`src/hw/rtl/heightmap_normal_map_builder_core_assert.svh`:
```
// ============================================================================
// Assertion macros for the heightmap normal map builder
// Concurrent check wrappers on clk and rst_n; empty bodies under SYNTHESIS.
// ============================================================================
`ifndef HEIGHTMAP_NORMAL_MAP_BUILDER_CORE_ASSERT_SVH
`define HEIGHTMAP_NORMAL_MAP_BUILDER_CORE_ASSERT_SVH
`ifndef SYNTHESIS
// same-cycle implication
`define HNMB_ASSERT_IMPLY(lbl, ante, cons) \
    lbl: assert property (@(posedge clk) disable iff (!rst_n) (ante) |-> (cons)) \
        else $error("hnmb implication check failed");
// next-cycle implication
`define HNMB_ASSERT_NEXT(lbl, ante, cons) \
    lbl: assert property (@(posedge clk) disable iff (!rst_n) (ante) |=> (cons)) \
        else $error("hnmb next-cycle check failed");
`else
`define HNMB_ASSERT_IMPLY(lbl, ante, cons)
`define HNMB_ASSERT_NEXT(lbl, ante, cons)
`endif
`endif

```
`src/hw/rtl/hnmb_pkg.sv`:
```
// ============================================================================
// hnmb_pkg
// Shared types and constants of the heightmap normal map builder.
// ============================================================================
`timescale 1ns / 1ps
`default_nettype none

package hnmb_pkg;

    // controller states
    typedef enum logic [3:0] {
        ST_IDLE,
        ST_SELECT,
        ST_SLOPE_X,
        ST_SLOPE_Z,
        ST_SQUARE_X,
        ST_SQUARE_Z,
        ST_ROOT,
        ST_DIV_INIT,
        ST_DIVIDE,
        ST_LOAD,
        ST_FINISH
    } state_t;

    // which stencil result is being built, in raster output order
    typedef enum logic [1:0] {
        EMIT_INTERIOR,
        EMIT_RIGHT_EDGE,
        EMIT_BOTTOM_EDGE,
        EMIT_CORNER
    } emit_t;

    // controller to datapath
    typedef struct packed {
        logic  accept;
        emit_t sel;
        logic  last;
        logic  slope_x;
        logic  slope_z;
        logic  square_x;
        logic  square_z;
        logic  root_step;
        logic  div_init;
        logic  div_step;
        logic  out_load;
        logic  finish;
    } cmd_t;

    // datapath to controller
    typedef struct packed {
        logic [3:0] emit_mask;
        logic       out_free;
    } status_t;

    // iteration counts
    localparam int ROOT_STEPS = 32;
    localparam int DIV_STEPS  = 8;
    localparam int STEP_CNT_W = 5;

    // arithmetic widths
    localparam int SLOPE_W = 32;
    localparam int SQ_W    = 64;
    localparam int LEN_W   = 32;
    localparam int T_W     = 34;
    localparam int NUM_W   = 42;
    localparam int DSH_W   = 40;

    localparam logic [SQ_W-1:0]  ROOT_FIRST_BIT = 64'h4000_0000_0000_0000;
    localparam logic [SQ_W-1:0]  UNIT_SQUARE    = 64'h0000_0001_0000_0000;
    localparam logic [T_W-1:0]   GREEN_N        = 34'd65536;
    localparam logic [7:0]       ALPHA_VALUE    = 8'hFF;

    // register map
    localparam int         APB_ADDR_W = 4;
    localparam logic [1:0] REG_IMAGE_WIDTH  = 2'd0;
    localparam logic [1:0] REG_IMAGE_HEIGHT = 2'd1;
    localparam logic [1:0] REG_INV_SPACING  = 2'd2;

    localparam logic [12:0] RESET_IMAGE_WIDTH  = 13'd256;
    localparam logic [15:0] RESET_IMAGE_HEIGHT = 16'd256;
    localparam logic [15:0] RESET_INV_SPACING  = 16'd128;

endpackage

`default_nettype wire

```
`src/hw/rtl/hnmb_ctrl.sv`:
```
// ============================================================================
// hnmb_ctrl
// Sequencer: walks the pending results of one height sample through slope,
// square, root, divide and output load, then retires the sample.
// ============================================================================
`timescale 1ns / 1ps
`default_nettype none

module hnmb_ctrl
    import hnmb_pkg::*;
(
    input  wire logic    clk,
    input  wire logic    rst_n,
    input  wire logic    height_valid,
    output logic         height_stall,
    input  status_t      status,
    output cmd_t         cmd
);

    state_t                 state_reg, state_next;
    logic [3:0]             mask_reg, mask_next;
    emit_t                  sel_reg, sel_next;
    logic                   last_reg, last_next;
    logic [STEP_CNT_W-1:0]  cnt_reg, cnt_next;

    // state and sequencing registers
    always_ff @(posedge clk or negedge rst_n)
    begin
        if (!rst_n)
        begin
            state_reg <= ST_IDLE;
            mask_reg  <= '0;
            sel_reg   <= EMIT_INTERIOR;
            last_reg  <= 1'b0;
            cnt_reg   <= '0;
        end
        else
        begin
            state_reg <= state_next;
            mask_reg  <= mask_next;
            sel_reg   <= sel_next;
            last_reg  <= last_next;
            cnt_reg   <= cnt_next;
        end
    end

    // next state and commands
    always_comb
    begin
        state_next = state_reg;
        mask_next  = mask_reg;
        sel_next   = sel_reg;
        last_next  = last_reg;
        cnt_next   = cnt_reg;
        cmd        = '0;
        cmd.sel    = sel_reg;
        cmd.last   = last_reg;
        unique case (state_reg)
            ST_IDLE:
            begin
                if (height_valid)
                begin
                    cmd.accept = 1'b1;
                    mask_next  = status.emit_mask;
                    state_next = ST_SELECT;
                end
            end
            ST_SELECT:
            begin
                // lowest pending result goes first
                priority if (mask_reg[0])
                begin
                    sel_next  = EMIT_INTERIOR;
                    mask_next = mask_reg & 4'b1110;
                end
                else if (mask_reg[1])
                begin
                    sel_next  = EMIT_RIGHT_EDGE;
                    mask_next = mask_reg & 4'b1100;
                end
                else if (mask_reg[2])
                begin
                    sel_next  = EMIT_BOTTOM_EDGE;
                    mask_next = mask_reg & 4'b1000;
                end
                else if (mask_reg[3])
                begin
                    sel_next  = EMIT_CORNER;
                    mask_next = 4'b0000;
                end
                else
                begin
                    mask_next = mask_reg;
                end
                last_next  = (mask_next == 4'b0000);
                state_next = (mask_reg == 4'b0000) ? ST_FINISH : ST_SLOPE_X;
            end
            ST_SLOPE_X:
            begin
                cmd.slope_x = 1'b1;
                state_next  = ST_SLOPE_Z;
            end
            ST_SLOPE_Z:
            begin
                cmd.slope_z = 1'b1;
                state_next  = ST_SQUARE_X;
            end
            ST_SQUARE_X:
            begin
                cmd.square_x = 1'b1;
                state_next   = ST_SQUARE_Z;
            end
            ST_SQUARE_Z:
            begin
                cmd.square_z = 1'b1;
                cnt_next     = '0;
                state_next   = ST_ROOT;
            end
            ST_ROOT:
            begin
                cmd.root_step = 1'b1;
                cnt_next      = cnt_reg + 1'b1;
                if (cnt_reg == STEP_CNT_W'(ROOT_STEPS - 1))
                begin
                    state_next = ST_DIV_INIT;
                end
            end
            ST_DIV_INIT:
            begin
                cmd.div_init = 1'b1;
                cnt_next     = '0;
                state_next   = ST_DIVIDE;
            end
            ST_DIVIDE:
            begin
                cmd.div_step = 1'b1;
                cnt_next     = cnt_reg + 1'b1;
                if (cnt_reg == STEP_CNT_W'(DIV_STEPS - 1))
                begin
                    state_next = ST_LOAD;
                end
            end
            ST_LOAD:
            begin
                // wait for the output register to free up
                if (status.out_free)
                begin
                    cmd.out_load = 1'b1;
                    state_next   = ST_SELECT;
                end
            end
            ST_FINISH:
            begin
                cmd.finish = 1'b1;
                state_next = ST_IDLE;
            end
            default:
            begin
                state_next = ST_IDLE;
            end
        endcase
    end

    assign height_stall = (state_reg != ST_IDLE);

endmodule

`default_nettype wire

```
`config.mk`:
```
export PLATFORM = sky130hd
export DESIGN_NAME = hnmb_ctrl
export DESIGN_NICKNAME = d
export VERILOG_FILES = /design/src/hw/rtl/heightmap_normal_map_builder_core_assert.svh /design/src/hw/rtl/hnmb_pkg.sv /design/src/hw/rtl/hnmb_ctrl.sv
export SDC_FILE = /design/constraint.sdc
export NUM_CORES = 1
export LEC_CHECK = 0
export ABC_CLOCK_PERIOD_IN_PS = 1900
export BUFFER_PORTS_ARGS = -buffer_cell sky130_fd_sc_hd__buf_2
export CAP_MARGIN = 10
export CELL_PAD_IN_SITES_DETAIL_PLACEMENT = 1
export CELL_PAD_IN_SITES_GLOBAL_PLACEMENT = 2
export CORE_MARGIN = 2
export CORE_UTILIZATION = 33
export CTS_BUF_LIST = sky130_fd_sc_hd__clkbuf_4 sky130_fd_sc_hd__clkbuf_8
export DETAILED_ROUTE_END_ITERATION = 10
export HOLD_SLACK_MARGIN = 0.1
export PLACE_DENSITY_LB_ADDON = 0.1
export SETUP_SLACK_MARGIN = 0.02
export SLEW_MARGIN = 15
export SYNTH_ARGS = -nofsm -noshare
export SYNTH_HDL_FRONTEND = slang
export SYNTH_SLANG_ARGS = --single-unit
```
`constraint.sdc`:
```
create_clock -name clk -period 1.9 [get_ports clk]
set_clock_uncertainty 0.1 [all_clocks]
set_input_delay 0.095 -clock clk [delete_from_list [all_inputs] [get_ports clk]]
set_output_delay 0.095 -clock clk [all_outputs]
set_load 0.03 [all_outputs]
```
==> results summary <==
The number of optimization iterations in the first detailed-route pass came out at 4. The post-route cell area is 1340 um^2. The worst-case reg-to-reg path depth is 6. The clock power share is 10.1%. The post-synthesis async set-or-reset flop share is 100%. The placeable core area is 3050 um^2. Setup violations remaining at the end of the flow were counted as 0.

The number of global-route vias before repair is 984. Following the worst setup path forward leads to its endpoint at cmd[12]. The total I/O pin count came out at 22.

Setup repair after global routing could not meet its margin everywhere. The number of pins exceeding their max-slew limit in the final report came out at 0. The register-to-register setup slack came out at 140 ps. After clock tree synthesis, the clock-pin slew on the worst setup and hold paths is 100 ps. In the global route stage, overall resource usage came out at 18.1%. The post-route core utilization is 43.8%.

The routed via count divided by cell count came out at 5.23. The number of buffers created by CTS came out at 3. Before CTS, the worst setup slack after placement is 168 ps. The first routing iteration left 34 violations. The clock tree from TritonCTS is built. The switching part of the total power came out at 49.5%. The critical path arrival came out at 1590 ps. Counting flops and latches in the post-synthesis netlist gives 16. CTS saw 16 sinks. The number of antenna-violating nets in the routed design is 0. In the layout the commonest cells are sky130_fd_sc_hd__buf_2 (21), sky130_fd_sc_hd__nor2_1 (18), sky130_fd_sc_hd__dfrtp_1 (13).

The post-CTS setup buffer count came out at 0. The transition time at the pin with the least slew margin came out at 396 ps. The wire length of the first global-routing pass is 4850 um. The count of buffers from port buffering came out at 21.

The mapped netlist covers 1070 um^2. The largest net degree at the start of global routing came out at 17. At the later pin of the worst-skew pair, clock insertion delay measures 290 ps. The category of the critical setup timing path is reg2out. The number of instances in the synthesized netlist came out at 125.

The leakage power came out at 0.610 nW. The number of enable flip-flop cells after synthesis is 0. The chip height is 60.8 um. The maximum operating frequency is 0.559 GHz. The detailed-route wire length per cell is 15.1 um. The beginning of the critical path is state_reg[2]. The floorplan die area is 3700 um^2. Clock tree synthesis selected as its root buffer the cell sky130_fd_sc_hd__clkbuf_4. The number of nets in the layout came out at 166. The setup slack after layout is 111 ps. For this run the aggregate overflow at the end of global routing stands at 0.

The number of endpoints with negative hold slack in the final report is 0. The number of unique standard cell types used by synthesis is 39. The relative slew slack is 73.5%. The library cell used most frequently in the layout, excluding fill and tap cells, is sky130_fd_sc_hd__buf_2. The end of the worst register-to-register path is cnt_reg[4]. The detailed placement HPWL came out at 2220 um. STA classifies the critical path endpoint as a primary output. When the netlist entered floorplanning its net count stood at 135.

The sum of internal, switching and leakage power came out at 2.35 mW. The total wirelength of the detailed-routed design came out at 3010 um. The number of cell rows came out at 20. The areal power density over the cells came out at 1760 nW/um^2. The number of remaining DRC errors is 0.

The worst endpoint required time came out at 1700 ps. The H-tree depth is 1. STA classifies the critical path startpoint as a flop.

The proportion of synthesized chip area in sequential cells came out at 37.6%. The min-delay analysis places its worst path in the category in2async. At the end of routability-driven placement, the weighted congestion stood at 0.846. In this run the horizontal extent of the chip is 60.8 um.

The register with the most flip-flops in the layout has 5 of them. The final-layout setup total negative slack came out at 0 ps. The layout-stage area growth over the synthesis result is 25.4%.

The count of warnings emitted by yosys came out at 0. The fraction of power consumed by sequential logic came out at 29.8%. The switching power of the nets is 1.16 mW.

The most used flip-flop cell after synthesis is sky130_fd_sc_hd__dfrtp_1. The internal power came out at 1.19 mW. Once placement finished, the instance area stood at 1220 um^2. The startpoint identified for the worst register-to-register timing path is cnt_reg[0]. The initial antenna violation count came out at 0. The maximum net fanout on the critical path came out at 8. The max-cap check violation count is 0. The average footprint of a synthesized cell is 8.53 um^2.

No sink is reached through more buffers than the 2 on the longest clock path. The flow ran to the end, and the final reports show no timing, DRC or antenna violations. The number of antenna diodes in the final layout is 0.

The final clock period utilization by the worst path is 94.2%. The combinational fraction of design power came out at 60.0%. In the final layout, the share of cells above drive strength 1 is 29.7%. The final route contains 1041 vias. The initial core utilization came out at 34.9%. The largest vdd supply drop came out at 0.464 mV. The minimum clock period came out at 1790 ps.
==> cells by family (layout without fill, tap and decap cells) <==
family	Yosys count	in the layout	share of synthesized area [%]
AOI/OAI and AO/OA	35	35	22.2
DFF	16	16	37.6
adders and majority gates	2	2	2.35
and+or+nand+nor	56	56	26.6
muxes	3	3	2.82
buffers and inverters	12	42	7.63
xor gates and xnor gates	1	1	0.822
==> cell type report <==
class	instances	area [um^2]
repair buffers	36	233
flip-flops and latches	16	404
inverters	2	7.51
fillers	390	1720
multi-input cells	97	601
well taps	44	55.1
clock buffers	4	36.3
==> timing repair <==
item / CTS / global route
setup endpoints to repair: 4 / 6
resized for setup: 3 / 5
endpoints found under the hold margin: 21 / 0
pin swaps: 0 / 0
hold buffers: 6 / 0
==> per-layer routing <==
layer / GRT usage [%] / wire, um / up-vias
met4: 7.14 / 27 / 0
li1: - / - / 518
met1: 27.9 / 1590 / 507
met2: 25.0 / 1330 / 12
met3: 2.56 / 63 / 4
met5: 0 / 0 / -
==> power by group through the flow <==
| stage | Combinational, mW | Sequential, mW | Clock, mW |
|---|---|---|---|
| 3_3_place_gp | 1.37 | 0.688 | 0 |
| 4_1_cts | 1.42 | 0.696 | 0.247 |
| 3_5_place_dp | 1.39 | 0.699 | 0 |
| 6_report | 1.41 | 0.703 | 0.239 |
| 5_1_grt | 1.56 | 0.736 | 0.259 |
| 2_1_floorplan | 1.08 | 0.652 | 0 |
==> worst min-delay path by stage <==
stage	startpoint	to	slack, ps
finish	rst_n	sel_reg[1]	140
global route	rst_n	sel_reg[1]	170
CTS	rst_n	state_reg[1]	150
detailed placement	rst_n	sel_reg[1]	-60
global placement	rst_n	last_reg	-60
floorplan	rst_n	cnt_reg[0]	-300
==> worst max-delay path, stage by stage (launching register included) <==
cell and delay [ps]:
sky130_fd_sc_hd__dfrtp_1 470, sky130_fd_sc_hd__nor2_1 250, sky130_fd_sc_hd__and3_2 340, sky130_fd_sc_hd__buf_2 230
==> Yosys cell counts (all sizes together) (2+ instances only) <==
master / n / area (um^2)
a211oi: 3 / 22.5
a21oi: 7 / 35.0
a221o: 2 / 20.0
a22o: 2 / 17.5
a31oi: 2 / 12.5
and3: 3 / 18.8
buf: 9 / 70.1
dfrtp: 16 / 400
ha: 2 / 25.0
mux2i: 3 / 30.0
nand2: 11 / 43.8
nand2b: 3 / 26.3
nand3: 2 / 10.0
nor2: 18 / 67.6
nor3: 11 / 60.1
o21ai: 4 / 20.0
o22a: 3 / 26.3
o22ai: 8 / 50.1
or3: 3 / 23.8
==> stage by stage <==
step / hold slack [ps] / std cells
after floorplan: -301 / 125
after global placement: -57.1 / 189
after detailed placement: -58.7 / 189
after CTS: 154 / 199
after global routing: 172 / 199
final: 142 / 199
Note: power is estimated with default switching activity, not from simulation.
